--- config.mk ---
export PLATFORM = sky130hd
export DESIGN_NAME = imu_frame_parser_decoder_top
export DESIGN_NICKNAME = d
export VERILOG_FILES = /design/src/rtl/imufp_pkg.sv /design/src/rtl/imu_frame_parser_decoder_top.sv /design/src/rtl/imufp_front.sv /design/src/rtl/imufp_queue.sv /design/src/rtl/imufp_back.sv
export SDC_FILE = /design/constraint.sdc
export NUM_CORES = 1
export LEC_CHECK = 0
export BUFFER_PORTS_ARGS = -buffer_cell sky130_fd_sc_hd__buf_2
export CORE_AREA = 4 4 319 321
export DETAILED_ROUTE_END_ITERATION = 7
export DIE_AREA = 0 0 323 325
export GPL_TIMING_DRIVEN = 0
export SLEW_MARGIN = 20
export SYNTH_ARGS = -nofsm -noshare
export SYNTH_HDL_FRONTEND = slang
export SYNTH_SLANG_ARGS = --single-unit
export TNS_END_PERCENT = 1
--- constraint.sdc ---
create_clock -name clk -period 10.9 [get_ports clk]
set_input_delay 0.545 -clock clk [delete_from_list [all_inputs] [get_ports clk]]
set_output_delay 0.545 -clock clk [all_outputs]
set_load 0.02 [all_outputs]
--- src/rtl/imufp_pkg.sv ---
// Shared types and constants for the IMU frame parser and decoder.
`default_nettype none

package imufp_pkg;

    // Frame layout
    localparam int unsigned FRAME_LEN    = 11;
    localparam int unsigned PAYLOAD_LEN  = FRAME_LEN - 1;
    localparam logic [3:0]  CHECKSUM_POS = 4'(FRAME_LEN - 1);
    localparam int unsigned NUM_WORDS    = 4;

    localparam logic [7:0] HEADER_BYTE = 8'h55;
    localparam logic [7:0] TYPE_ACCEL  = 8'h51;
    localparam logic [7:0] TYPE_GYRO   = 8'h52;
    localparam logic [7:0] TYPE_ANGLE  = 8'h53;

    // Scaling: value = raw * coef * 2^F / 2^shift, temperature = raw * 2^F / 100
    localparam logic [7:0] COEF_ACCEL  = 8'd125;
    localparam logic [7:0] COEF_GYRO   = 8'd125;
    localparam logic [7:0] COEF_ANGLE  = 8'd180;
    localparam logic [3:0] SHIFT_ACCEL = 4'd8;
    localparam logic [3:0] SHIFT_GYRO  = 4'd11;
    localparam logic [3:0] SHIFT_ANGLE = 4'd15;
    localparam longint unsigned TEMP_DIV = 100;

    // Signed 24-bit limits
    localparam logic [23:0] VAL_MAX     = 24'h7F_FFFF;
    localparam logic [23:0] VAL_MIN     = 24'h80_0000;
    localparam logic [23:0] NEG_MAG_MAX = 24'h80_0000;

    typedef enum logic [2:0] {
        KIND_ACCEL   = 3'd0,
        KIND_GYRO    = 3'd1,
        KIND_ANGLE   = 3'd2,
        KIND_UNKNOWN = 3'd3,
        KIND_BAD     = 3'd4
    } frame_kind_t;

    // One classified frame, as queued between front and back
    typedef struct packed {
        frame_kind_t       kind;
        logic [3:0][15:0]  words;
    } frame_rec_t;

    // Queue status seen by the front and back
    typedef struct packed {
        logic full;
        logic empty;
    } queue_status_t;

endpackage

`default_nettype wire

--- src/rtl/imu_frame_parser_decoder_top.sv ---
// Top level of the IMU frame parser and decoder.
// Throughput: one byte transfer per cycle; one result per completed 11-byte frame.
// The checksum byte transfer pushes the classified frame into the frame queue; the back end
// then scales the queue head into the output register, which holds while the output stalls.
// The input stalls only while the two-entry frame queue is full.
// Reset clears frame position, running sum, queue and output valid; frame bytes are not reset.
`default_nettype none

module imu_frame_parser_decoder_top
#(
    parameter int FRAC_BITS = 8
)
(
    input  wire logic          clk,
    input  wire logic          rst_n,
    input  wire logic          in_valid,
    output logic               in_stall,
    input  wire logic [7:0]    rx_byte,
    input  wire logic          burst_start,
    output logic               out_valid,
    input  wire logic          out_stall,
    output logic [2:0]         frame_kind,
    output logic signed [23:0] value_x,
    output logic signed [23:0] value_y,
    output logic signed [23:0] value_z,
    output logic signed [23:0] value_extra
);

    logic                     push;
    logic                     pop;
    imufp_pkg::frame_rec_t    push_rec;
    imufp_pkg::frame_rec_t    head_rec;
    imufp_pkg::queue_status_t q_status;

    imufp_front u_front
    (
        .clk         (clk),
        .rst_n       (rst_n),
        .in_valid    (in_valid),
        .rx_byte     (rx_byte),
        .burst_start (burst_start),
        .q_status    (q_status),
        .in_stall    (in_stall),
        .push        (push),
        .push_rec    (push_rec)
    );

    imufp_queue u_queue
    (
        .clk      (clk),
        .rst_n    (rst_n),
        .push     (push),
        .push_rec (push_rec),
        .pop      (pop),
        .head_rec (head_rec),
        .status   (q_status)
    );

    imufp_back
    #(
        .FRAC_BITS (FRAC_BITS)
    )
    u_back
    (
        .clk         (clk),
        .rst_n       (rst_n),
        .head_rec    (head_rec),
        .q_status    (q_status),
        .out_stall   (out_stall),
        .pop         (pop),
        .out_valid   (out_valid),
        .frame_kind  (frame_kind),
        .value_x     (value_x),
        .value_y     (value_y),
        .value_z     (value_z),
        .value_extra (value_extra)
    );

endmodule

`default_nettype wire

--- src/rtl/imufp_front.sv ---
// Front end: byte framing, running checksum and frame classification.
`default_nettype none

module imufp_front
(
    input  wire logic                  clk,
    input  wire logic                  rst_n,
    input  wire logic                  in_valid,
    input  wire logic [7:0]            rx_byte,
    input  wire logic                  burst_start,
    input  wire imufp_pkg::queue_status_t q_status,
    output logic                       in_stall,
    output logic                       push,
    output imufp_pkg::frame_rec_t      push_rec
);

    logic [3:0] pos_reg, pos_next;
    logic [7:0] sum_reg, sum_next;
    logic [7:0] frame_bytes_reg [imufp_pkg::PAYLOAD_LEN];

    logic       accept;
    logic [3:0] pos_eff;
    logic [7:0] sum_eff;
    logic       is_last;

    assign in_stall = q_status.full;
    assign accept   = in_valid && !in_stall;

    // Burst start or an impossible position restarts framing
    always_comb
    begin
        if (burst_start || (pos_reg > imufp_pkg::CHECKSUM_POS))
        begin
            pos_eff = 4'd0;
            sum_eff = 8'd0;
        end
        else
        begin
            pos_eff = pos_reg;
            sum_eff = sum_reg;
        end
        is_last = (pos_eff == imufp_pkg::CHECKSUM_POS);
    end

    // Next framing state
    always_comb
    begin
        pos_next = pos_reg;
        sum_next = sum_reg;
        if (accept)
        begin
            if (is_last)
            begin
                pos_next = 4'd0;
                sum_next = 8'd0;
            end
            else
            begin
                pos_next = pos_eff + 4'd1;
                sum_next = sum_eff + rx_byte;
            end
        end
    end

    always_ff @(posedge clk or negedge rst_n)
    begin
        if (!rst_n)
        begin
            pos_reg <= 4'd0;
            sum_reg <= 8'd0;
        end
        else
        begin
            pos_reg <= pos_next;
            sum_reg <= sum_next;
        end
    end

    // Frame byte store, no reset
    always_ff @(posedge clk)
    begin
        if (accept && !is_last)
        begin
            frame_bytes_reg[pos_eff] <= rx_byte;
        end
    end

    // Classify on the checksum byte
    always_comb
    begin
        push = accept && is_last;
        for (int i = 0; i < imufp_pkg::NUM_WORDS; i++)
        begin
            push_rec.words[i] = {frame_bytes_reg[2*i+3], frame_bytes_reg[2*i+2]};
        end
        if ((frame_bytes_reg[0] != imufp_pkg::HEADER_BYTE) || (sum_eff != rx_byte))
        begin
            push_rec.kind = imufp_pkg::KIND_BAD;
        end
        else if (frame_bytes_reg[1] == imufp_pkg::TYPE_ACCEL)
        begin
            push_rec.kind = imufp_pkg::KIND_ACCEL;
        end
        else if (frame_bytes_reg[1] == imufp_pkg::TYPE_GYRO)
        begin
            push_rec.kind = imufp_pkg::KIND_GYRO;
        end
        else if (frame_bytes_reg[1] == imufp_pkg::TYPE_ANGLE)
        begin
            push_rec.kind = imufp_pkg::KIND_ANGLE;
        end
        else
        begin
            push_rec.kind = imufp_pkg::KIND_UNKNOWN;
        end
    end

endmodule

`default_nettype wire

--- src/rtl/imufp_queue.sv ---
// Two-entry frame queue between the front and back ends.
`default_nettype none

module imufp_queue
(
    input  wire logic                  clk,
    input  wire logic                  rst_n,
    input  wire logic                  push,
    input  wire imufp_pkg::frame_rec_t push_rec,
    input  wire logic                  pop,
    output imufp_pkg::frame_rec_t      head_rec,
    output imufp_pkg::queue_status_t   status
);

    imufp_pkg::frame_rec_t entry_reg [2];
    logic       wr_ptr_reg, wr_ptr_next;
    logic       rd_ptr_reg, rd_ptr_next;
    logic [1:0] count_reg, count_next;
    logic       do_push;
    logic       do_pop;

    assign status.full  = (count_reg == 2'd2);
    assign status.empty = (count_reg == 2'd0);
    assign do_push      = push && !status.full;
    assign do_pop       = pop && !status.empty;
    assign head_rec     = entry_reg[rd_ptr_reg];

    // Pointer and fill count update
    always_comb
    begin
        wr_ptr_next = wr_ptr_reg ^ do_push;
        rd_ptr_next = rd_ptr_reg ^ do_pop;
        count_next  = count_reg + {1'b0, do_push} - {1'b0, do_pop};
    end

    always_ff @(posedge clk or negedge rst_n)
    begin
        if (!rst_n)
        begin
            wr_ptr_reg <= 1'b0;
            rd_ptr_reg <= 1'b0;
            count_reg  <= 2'd0;
        end
        else
        begin
            wr_ptr_reg <= wr_ptr_next;
            rd_ptr_reg <= rd_ptr_next;
            count_reg  <= count_next;
        end
    end

    always_ff @(posedge clk)
    begin
        if (do_push)
        begin
            entry_reg[wr_ptr_reg] <= push_rec;
        end
    end

endmodule

`default_nettype wire

--- src/rtl/imufp_back.sv ---
// Back end: fixed-point scaling of a queued frame into the output register.
`default_nettype none

module imufp_back
#(
    parameter int FRAC_BITS = 8
)
(
    input  wire logic                     clk,
    input  wire logic                     rst_n,
    input  wire imufp_pkg::frame_rec_t    head_rec,
    input  wire imufp_pkg::queue_status_t q_status,
    input  wire logic                     out_stall,
    output logic                          pop,
    output logic                          out_valid,
    output logic [2:0]                    frame_kind,
    output logic signed [23:0]            value_x,
    output logic signed [23:0]            value_y,
    output logic signed [23:0]            value_z,
    output logic signed [23:0]            value_extra
);

    // Magnitude width after coef multiply and fraction shift
    localparam int MAGW = 16 + 8 + FRAC_BITS;
    // Temperature reciprocal: exact floor(a / 100) for a < 2^NT
    localparam int NT = 16 + FRAC_BITS;
    localparam int ST = NT + 7;
    localparam int TW = 2 * NT + 1;
    localparam longint unsigned MT_L =
        ((64'd1 << ST) + imufp_pkg::TEMP_DIV - 64'd1) / imufp_pkg::TEMP_DIV;
    localparam logic [NT:0] MT = (NT+1)'(MT_L);

    logic        out_valid_reg;
    logic [2:0]  kind_reg;
    logic [23:0] val_reg [4];

    logic        load;
    logic [7:0]  coef;
    logic [3:0]  shamt;
    logic [23:0] lane_val [3];
    logic [23:0] temp_val;
    logic [23:0] vers_val;
    logic [23:0] val_next [4];

    logic [15:0]     lane_abs [3];
    logic [23:0]     lane_prod [3];
    logic [MAGW-1:0] lane_mag [3];
    logic [15:0]     t_abs;
    logic [NT-1:0]   t_num;
    logic [TW-1:0]   t_prod;
    logic [MAGW-1:0] t_mag;

    // Truncated magnitude plus sign to saturated two's complement
    function automatic logic [23:0] sat_val(input logic [MAGW-1:0] mag, input logic neg);
        logic [23:0] res;
        if (neg)
        begin
            if (mag > MAGW'(imufp_pkg::NEG_MAG_MAX))
                res = imufp_pkg::VAL_MIN;
            else
                res = 24'(-mag[23:0]);
        end
        else
        begin
            if (mag > MAGW'(imufp_pkg::VAL_MAX))
                res = imufp_pkg::VAL_MAX;
            else
                res = mag[23:0];
        end
        return res;
    endfunction

    assign load = !q_status.empty && (!out_valid_reg || !out_stall);
    assign pop  = load;

    // Per-kind scale constants
    always_comb
    begin
        unique case (head_rec.kind)
            imufp_pkg::KIND_ACCEL:
            begin
                coef  = imufp_pkg::COEF_ACCEL;
                shamt = imufp_pkg::SHIFT_ACCEL;
            end
            imufp_pkg::KIND_GYRO:
            begin
                coef  = imufp_pkg::COEF_GYRO;
                shamt = imufp_pkg::SHIFT_GYRO;
            end
            default:
            begin
                coef  = imufp_pkg::COEF_ANGLE;
                shamt = imufp_pkg::SHIFT_ANGLE;
            end
        endcase
    end

    // Axis lanes: one multiply each, then power-of-two shift
    always_comb
    begin
        for (int i = 0; i < 3; i++)
        begin
            lane_abs[i]  = head_rec.words[i][15] ? 16'(-head_rec.words[i])
                                                 : head_rec.words[i];
            lane_prod[i] = 24'(lane_abs[i]) * 24'(coef);
            lane_mag[i]  = (MAGW'(lane_prod[i]) << FRAC_BITS) >> shamt;
            lane_val[i]  = sat_val(lane_mag[i], head_rec.words[i][15]);
        end
    end

    // Fourth word: temperature by reciprocal multiply, or raw version
    always_comb
    begin
        t_abs    = head_rec.words[3][15] ? 16'(-head_rec.words[3]) : head_rec.words[3];
        t_num    = NT'(t_abs) << FRAC_BITS;
        t_prod   = TW'(t_num) * TW'(MT);
        t_mag    = MAGW'(t_prod >> ST);
        temp_val = sat_val(t_mag, head_rec.words[3][15]);
        vers_val = {{8{head_rec.words[3][15]}}, head_rec.words[3]};
    end

    // Result selection by kind
    always_comb
    begin
        for (int i = 0; i < 4; i++)
        begin
            val_next[i] = 24'd0;
        end
        unique case (head_rec.kind)
            imufp_pkg::KIND_ACCEL:
            begin
                for (int i = 0; i < 3; i++)
                    val_next[i] = lane_val[i];
                val_next[3] = temp_val;
            end
            imufp_pkg::KIND_GYRO:
            begin
                for (int i = 0; i < 3; i++)
                    val_next[i] = lane_val[i];
            end
            imufp_pkg::KIND_ANGLE:
            begin
                for (int i = 0; i < 3; i++)
                    val_next[i] = lane_val[i];
                val_next[3] = vers_val;
            end
            default:
            begin
            end
        endcase
    end

    // Output register
    always_ff @(posedge clk or negedge rst_n)
    begin
        if (!rst_n)
        begin
            out_valid_reg <= 1'b0;
        end
        else if (load)
        begin
            out_valid_reg <= 1'b1;
        end
        else if (!out_stall)
        begin
            out_valid_reg <= 1'b0;
        end
    end

    always_ff @(posedge clk)
    begin
        if (load)
        begin
            kind_reg <= head_rec.kind;
            for (int i = 0; i < 4; i++)
                val_reg[i] <= val_next[i];
        end
    end

    assign out_valid   = out_valid_reg;
    assign frame_kind  = kind_reg;
    assign value_x     = $signed(val_reg[0]);
    assign value_y     = $signed(val_reg[1]);
    assign value_z     = $signed(val_reg[2]);
    assign value_extra = $signed(val_reg[3]);

endmodule

`default_nettype wire
==> run_results.csv, run 1 <==
group,metric,value,unit
run_status,status,"completed",
drt,routedWlPerCell,18.9,um
drt,drtIter0Drc,2201,
global_routing,grt_first_pass_wirelength,147,mm
global_routing,grtUsageTotal,17.6,%
timing,slew_headroom,26.3,%
logic_synthesis,synthTopCellsByArea,"edfxtp_1 (27%), fa_1 (17%), ha_1 (14%), inv_1 (5.5%), a21oi_1 (2.9%)",
logic_synthesis,synth_top_area_cell,"edfxtp_1",
setup_path,slowest_stage,"fa_1",
floorplanning,dieArea,0.105,sq mm
timing,rsz0062_at_grt,"true",
hold_path,hp-class,"primary input to flip-flop",
clock_network,htreeDepth,2,
floorplanning,die_w,323,um
final_layout,syn2layout_area_growth,11.7,%
setup_path,crit_fanout,19,
logic_synthesis,synth_xor_area_share,3.29,%
floorplanning,start_util,34.5,%
floorplanning,io_pins,114,
logic_synthesis,synthMuxAreaShare,2.77,%
global_routing,grt_max_degree,39,
logic_synthesis,synth_compound_gate_area_share,15.7,%
placed_design,dp_hpwl,76.3,mm
final_layout,seq_area,0.00982,sq mm
clock_network,cts_tree,"done",
logic_synthesis,synth_top_family_by_area,"adder cells",
job,maxCapViolCount,0,
clock_network,clock-root-buffer,"clkbuf_16",
logic_synthesis,synthesis.nets,4167,
placed_design,numPortBuffers,113,
final_layout,final_common_cell,"inv_1",
final_layout,fin_nets,4338,
clock_network,cts_sinks,330,
timing,finClkSkew,0.0302,ns
setup_path,cp.arrival,10.86,ns
timing,period_share,96.9,%
placed_design,pre_cts_ws,-3.21,ns
global_routing,first_global_vias,25500,
final_layout,fill_cells,9952,
clock_network,cts_made_buffers,36,
logic_synthesis,avgSynthCellArea,9.82,sq um
timing,hold_viol_final,0,
floorplanning,chipHeight,325,um
final_layout,drive_gt1_share,9.06,%
final_layout,largest_reg_flops,134,
timing,fmax,94.7,MHz
final_layout,layout_common_cells,"inv_1 (501), ha_1 (377), edfxtp_1 (313)",
logic_synthesis,syn_inst,3492,
final_layout,stdcell_count,4989,
setup_path,critical_path_class,"flip-flop to flip-flop",
setup_path,endpoint_kind,"flip-flop",
setup_path,max_stage_delay,0.56,ns
logic_synthesis,yosys_warnings,0,
logic_synthesis,ys_ff_latch,330,
timing,final-max-slew-violation-count,0,
logic_synthesis,syn-cell-area,0.0343,sq mm
timing,setup_tns,0,ns
drt,via_per_inst,5.30,
logic_synthesis,synth_fa_ha_area_share,30.3,%
drt,drc_errors,0,
setup_path,cp-start-kind,"flip-flop",
drt,first_pass_iters,8,
drt,ant_nets,0,
floorplanning,rows,116,
logic_synthesis,yosysTopAreaCellShare,27.4,%
logic_synthesis,synth_edf_count,313,
logic_synthesis,seq_area_frac_synth,28.6,%
timing,tightest_slew,1.11,ns
logic_synthesis,async_flop_share,5.15,%
timing,setup_violations,0,
global_routing,grt.overflow.total,0,
floorplanning,coreArea,0.0993,sq mm
drt,vias,26400,
final_layout,multi_input_area,0.0224,sq mm
placed_design,globalplace.congestion,0.935,
logic_synthesis,ys.flop_type,"edfxtp_1",
clock_network,clkSlewWorstSetupHoldPaths,0.06,ns
logic_synthesis,synth.distinct_cells,103,
clock_network,cts_buffer_depth,3,
setup_path,cpMostUsedCell,"fa_1",
drt,routed_wirelength,94.4,mm
timing,period_needed,10.56,ns
setup_path,required,11.19,ns
logic_synthesis,synthSimpleGateAreaFrac,12.1,%
global_routing,antenna_found_initial,5,
timing,setup_slack,0.339,ns
placed_design,dp.cells,4912,
clock_network,clk_latency,0.57,ns
cells in the mapped netlist, types with 19 or more instances:
| cell type | count |
|---|---|
| a211oi_1 | 44 |
| a21o_1 | 48 |
| a21oi_1 | 200 |
| a31oi_1 | 22 |
| and2_1 | 30 |
| and3_1 | 28 |
| clkbuf_1 | 114 |
| edfxtp_1 | 313 |
| fa_1 | 283 |
| ha_1 | 379 |
| inv_1 | 502 |
| mux2i_1 | 86 |
| nand2_1 | 233 |
| nand2b_1 | 39 |
| nand3_1 | 43 |
| nand4_1 | 29 |
| nor2_1 | 209 |
| nor3_1 | 77 |
| nor4_1 | 19 |
| o211ai_1 | 34 |
| o21a_1 | 36 |
| o21ai_0 | 167 |
| o22ai_1 | 24 |
| o31ai_1 | 20 |
| or2_2 | 22 |
| or3_1 | 22 |
| xnor2_1 | 78 |
| xor2_1 | 51 |
per-layer routing:
metal  vias to the layer above  global-route usage, %  part of all wire, %
met1                     12900                   26.0                   49
met3                       118                   2.42                  5.1
li1                      12700                      -                    -
met2                       732                   27.5                   44
met4                         2                   3.75                  2.0
met5                         -                      0                0.018
final timing paths:
kind / from / to / slack (ns) / cells after the start
max reg2reg: u_queue.rd_ptr_reg$_DFF_PN0_ / u_back.val_reg[3][13]$_DFFE_PP_ / 0.34 / 32
max: u_queue.rd_ptr_reg$_DFF_PN0_ / u_back.val_reg[3][13]$_DFFE_PP_ / 0.34 / 32
max in group asynchronous: rst_n / u_front.sum_reg[2]$_DFFE_PN0P_ / 10.12 / 2
min reg2reg: u_front.frame_bytes_reg[6][5]$_DFFE_PP_ / u_queue.entry_reg[1][37]$_DFFE_PP_ / 0.43 / 0
min in group asynchronous: rst_n / u_back.out_valid$_DFFE_PN0P_ / 0.44 / 2
min: out_stall / u_back.out_valid$_DFFE_PN0P_ / 0.21 / 3
cell families (layout without fill, tap and decap cells):
logic type	Yosys count	count (layout)
AND/OR/NAND/NOR	831	831
buffers and inverters	645	840
other	0	4
adder cells (fa/ha/maj)	662	662
flip-flops	330	330
XOR/XNOR	129	129
AO/OA/AOI/OAI	801	801
multiplexers	94	94
cell type report:
cell class,count,area share [%]
Antenna cell,4,0.0261
Buffer,140,1.64
Clock buffer,43,2.42
Clock inverter,19,0.516
Inverter,504,4.94
Multi-Input combinational cell,2517,58.4
Sequential cell,330,25.6
Tap cell,1298,4.24
Timing Repair Buffer,134,2.21
through the flow:
stage | area, sq um | utilization (%) | hold slack [ns]
2_1_floorplan | 34300 | - | 0.249
3_3_place_gp | 36500 | 36.8 | 0.422
3_5_place_dp | 36700 | 37.0 | 0.429
4_1_cts | 38100 | 38.4 | 0.174
5_1_grt | 38300 | 38.6 | 0.217
6_report | 38300 | 38.6 | 0.213
worst max-delay path: cells and delay by family (launching register included):
family	cells	cell delay [ns]
adder cells (fa/ha/maj)	7	3.47
buffers and inverters	12	2.83
AND/OR/NAND/NOR	5	1.15
AO/OA/AOI/OAI	4	1.05
XOR/XNOR	2	0.68
multiplexers	2	0.63
flip-flops	1	0.40
timing repair:
action / CTS / global route
pin swaps: 4 / 3
hold endpoints to repair: 17 / 0
gates resized for setup: 53 / 39
endpoints found under the setup margin: 95 / 80
hold buffers: 1 / 0
buffers inserted: 2 / 9
Power of run 1 is not shown: default switching activity piles up to over one toggle a cycle in this logic, so the estimate is an artifact.
==> inputs of run 2 (changes only) <==
ABC_AREA = 1   (was default)
CORE_AREA = 4 4 241 243   (was 4 4 319 321)
DIE_AREA = 0 0 245 247   (was 0 0 323 325)
PLACE_DENSITY = 0.82   (was default)
==> run_results.csv, run 2 <==
group,metric,value,unit
logic_synthesis,syn_inst,4509,
logic_synthesis,synthesis.nets,5184,
floorplanning,dieArea,0.0605,sq mm
job,maxCapViolCount,0,
timing,setup_tns,0,ns
drt,drtIter0Drc,3348,
drt,via_per_inst,5.79,
timing,period_needed,10.28,ns
final_layout,drive_gt1_share,7.59,%
final_layout,largest_reg_flops,134,
logic_synthesis,synth_most_common_cell,"nand2_1",
global_routing,grtUsageTotal,34.4,%
global_routing,grtUsageMet1,48.9,%
logic_synthesis,avgSynthCellArea,8.01,sq um
timing,rsz0062_at_grt,"false",
clock_network,cts_tree,"done",
final_layout,syn2layout_area_growth,7.91,%
setup_path,slowest_stage,"ha_1",
global_routing,grt_first_pass_wirelength,163,mm
hold_path,hp-start,"out_stall",
logic_synthesis,ys_ff_latch,330,
placed_design,dp_hpwl,83.5,mm
hold_path,hp-class,"primary input to flip-flop",
global_routing,grt.overflow.total,0,
logic_synthesis,synthTopCellsByArea,"edfxtp_1 (26%), fa_1 (16%), ha_1 (13%), nand2_1 (9.9%), inv_1 (9.1%)",
timing,fmax,97.2,MHz
setup_path,rrSetupSlack,0.62,ns
setup_path,r2r_cells,37,
placed_design,globalplace.congestion,1.01,
floorplanning,chipHeight,247,um
floorplanning,rows,87,
setup_path,r2r-start,"u_queue.rd_ptr_reg$_DFF_PN0_",
floorplanning,start_util,64.6,%
hold_path,holdPathStages,3,
timing,period_share,94.3,%
clock_network,htreeDepth,2,
final_layout,insertedDiodeCount,0,
setup_path,crit_fanout,10,
clock_network,cts_sinks,330,
setup_path,critPathTopFamily,"adder cells",
clock_network,clk_latency,0.59,ns
logic_synthesis,yosys-top-cells-count,"nand2_1 (956), inv_1 (875), nor2_1 (385)",
run_status,status,"completed",
clock_network,postCtsSetupRepairBufs,0,
logic_synthesis,syn-cell-area,0.0361,sq mm
setup_path,critical_path_class,"flip-flop to flip-flop",
setup_path,cp-start-kind,"flip-flop",
drt,vias,31500,
global_routing,met3_usage,7.82,%
setup_path,r2r_end,"u_back.val_reg[3][22]$_DFFE_PP_",
logic_synthesis,ys.flop_type,"edfxtp_1",
logic_synthesis,async_flop_share,5.15,%
final_layout,fin_nets,5339,
drt,ant_nets,0,
drt,drc_errors,0,
placed_design,numPortBuffers,113,
drt,routedWlPerCell,19.1,um
setup_path,crit_buf_inv,7,
final_layout,layout_common_cells,"nand2_1 (956), inv_1 (874), nor2_1 (385)",
clock_network,clkSlewWorstSetupHoldPaths,0.06,ns
logic_synthesis,yosys_warnings,0,
floorplanning,io_pins,114,
drt,routed_wirelength,104,mm
clock_network,cts_made_buffers,34,
floorplanning,coreArea,0.0560,sq mm
floorplanning,die_w,245,um
logic_synthesis,synth_edf_count,313,
drt,first_pass_iters,6,
clock_network,clock-root-buffer,"clkbuf_16",
setup_path,max_stage_delay,0.62,ns
setup_path,endpoint_kind,"flip-flop",
setup_path,required,11.21,ns
global_routing,first_global_vias,29900,
timing,final-max-slew-violation-count,0,
global_routing,grt_use_met2,53.1,%
hold_path,min_to,"u_back.out_valid$_DFFE_PN0P_",
setup_path,cpMostUsedCell,"nand2_1",
timing,slew_headroom,28.0,%
global_routing,grt_max_degree,76,
timing,tightest_slew,1.08,ns
timing,setup_violations,0,
logic_synthesis,synth.distinct_cells,64,
timing,hold_viol_final,0,
logic_synthesis,yosysTopAreaCellShare,26.0,%
setup_path,cp.arrival,10.59,ns
timing,finClkSkew,0.0485,ns
clock_network,cts_buffer_depth,3,
global_routing,antenna_found_initial,1,
final_layout,final_common_cell,"nand2_1",
logic_synthesis,synth_top_area_cell,"edfxtp_1",
global_routing,grt-busiest-layer,"met2",
logic_synthesis,seq_area_frac_synth,27.2,%
## run 2: logic make-up after synthesis
logic type               count (synthesis)  synth area share (%)
XOR/XNOR                                54                  1.31
flip-flops                             330                  27.2
adder cells (fa/ha/maj)                662                  28.8
AO/OA/AOI/OAI                          487                  7.44
AND/OR/NAND/NOR                       1968                  24.0
buffers and inverters                  994                  10.8
multiplexers                            14                 0.398
## run 2: per-layer routing
metal	vias to the layer above	share of wire, %
met1	14800	42
met4	0	3.2
li1	14800	-
met5	-	0
met3	231	11
met2	1640	44
## run 2: layout make-up
type | count | area, sq um
clock inverter | 23 | 317
sequential | 330 | 9820
timing repair buffer | 119 | 661
clock buffer | 39 | 870
fill | 4566 | 17000
buffer | 102 | 552
inverter | 892 | 3360
multi-input combinational | 3185 | 22500
tap | 756 | 946
## run 2: through the flow
| stage | hold slack (ns) | cell area [sq um] | setup slack, ns | util, % | instances |
|---|---|---|---|---|---|
| 2_1_floorplan | 0.249 | 36100 | 2.97 | - | 4509 |
| 4_1_cts | 0.216 | 39000 | 0.660 | 69.6 | 5446 |
| 5_1_grt | 0.263 | 39000 | 0.0464 | 69.7 | 5446 |
| 6_report | 0.241 | 39000 | 0.617 | 69.7 | 5446 |
| 3_3_place_gp | 0.422 | 37600 | 0.743 | 67.3 | 5378 |
| 3_5_place_dp | 0.431 | 37800 | 0.681 | 67.5 | 5383 |
## run 2: what timing repair did
action | 4_1_cts | 5_1_grt
hold buffers | 1 | 0
resized for setup | 0 | 0
endpoints found under the hold margin | 17 | 0
## run 2: worst max-delay path by stage
stage	start	to	slack, ns	cells after the start
2_1_floorplan	u_queue.rd_ptr_reg$_DFF_PN0_	u_back.val_reg[3][18]$_DFFE_PP_	2.97	37
3_3_place_gp	u_queue.rd_ptr_reg$_DFF_PN0_	u_back.val_reg[3][18]$_DFFE_PP_	0.74	38
3_5_place_dp	u_queue.rd_ptr_reg$_DFF_PN0_	u_back.val_reg[3][22]$_DFFE_PP_	0.68	39
4_1_cts	u_queue.rd_ptr_reg$_DFF_PN0_	u_back.val_reg[3][22]$_DFFE_PP_	0.66	39
5_1_grt	u_queue.rd_ptr_reg$_DFF_PN0_	u_back.val_reg[3][18]$_DFFE_PP_	0.05	37
6_report	u_queue.rd_ptr_reg$_DFF_PN0_	u_back.val_reg[3][22]$_DFFE_PP_	0.62	37
## run 2: tightest hold or removal path, delay by kind of cell
kind,cells,cell delay [ns]
buffers and inverters,1,0.07
and+or+nand+nor,2,0.14
Power of run 2 is left out for the same reason.
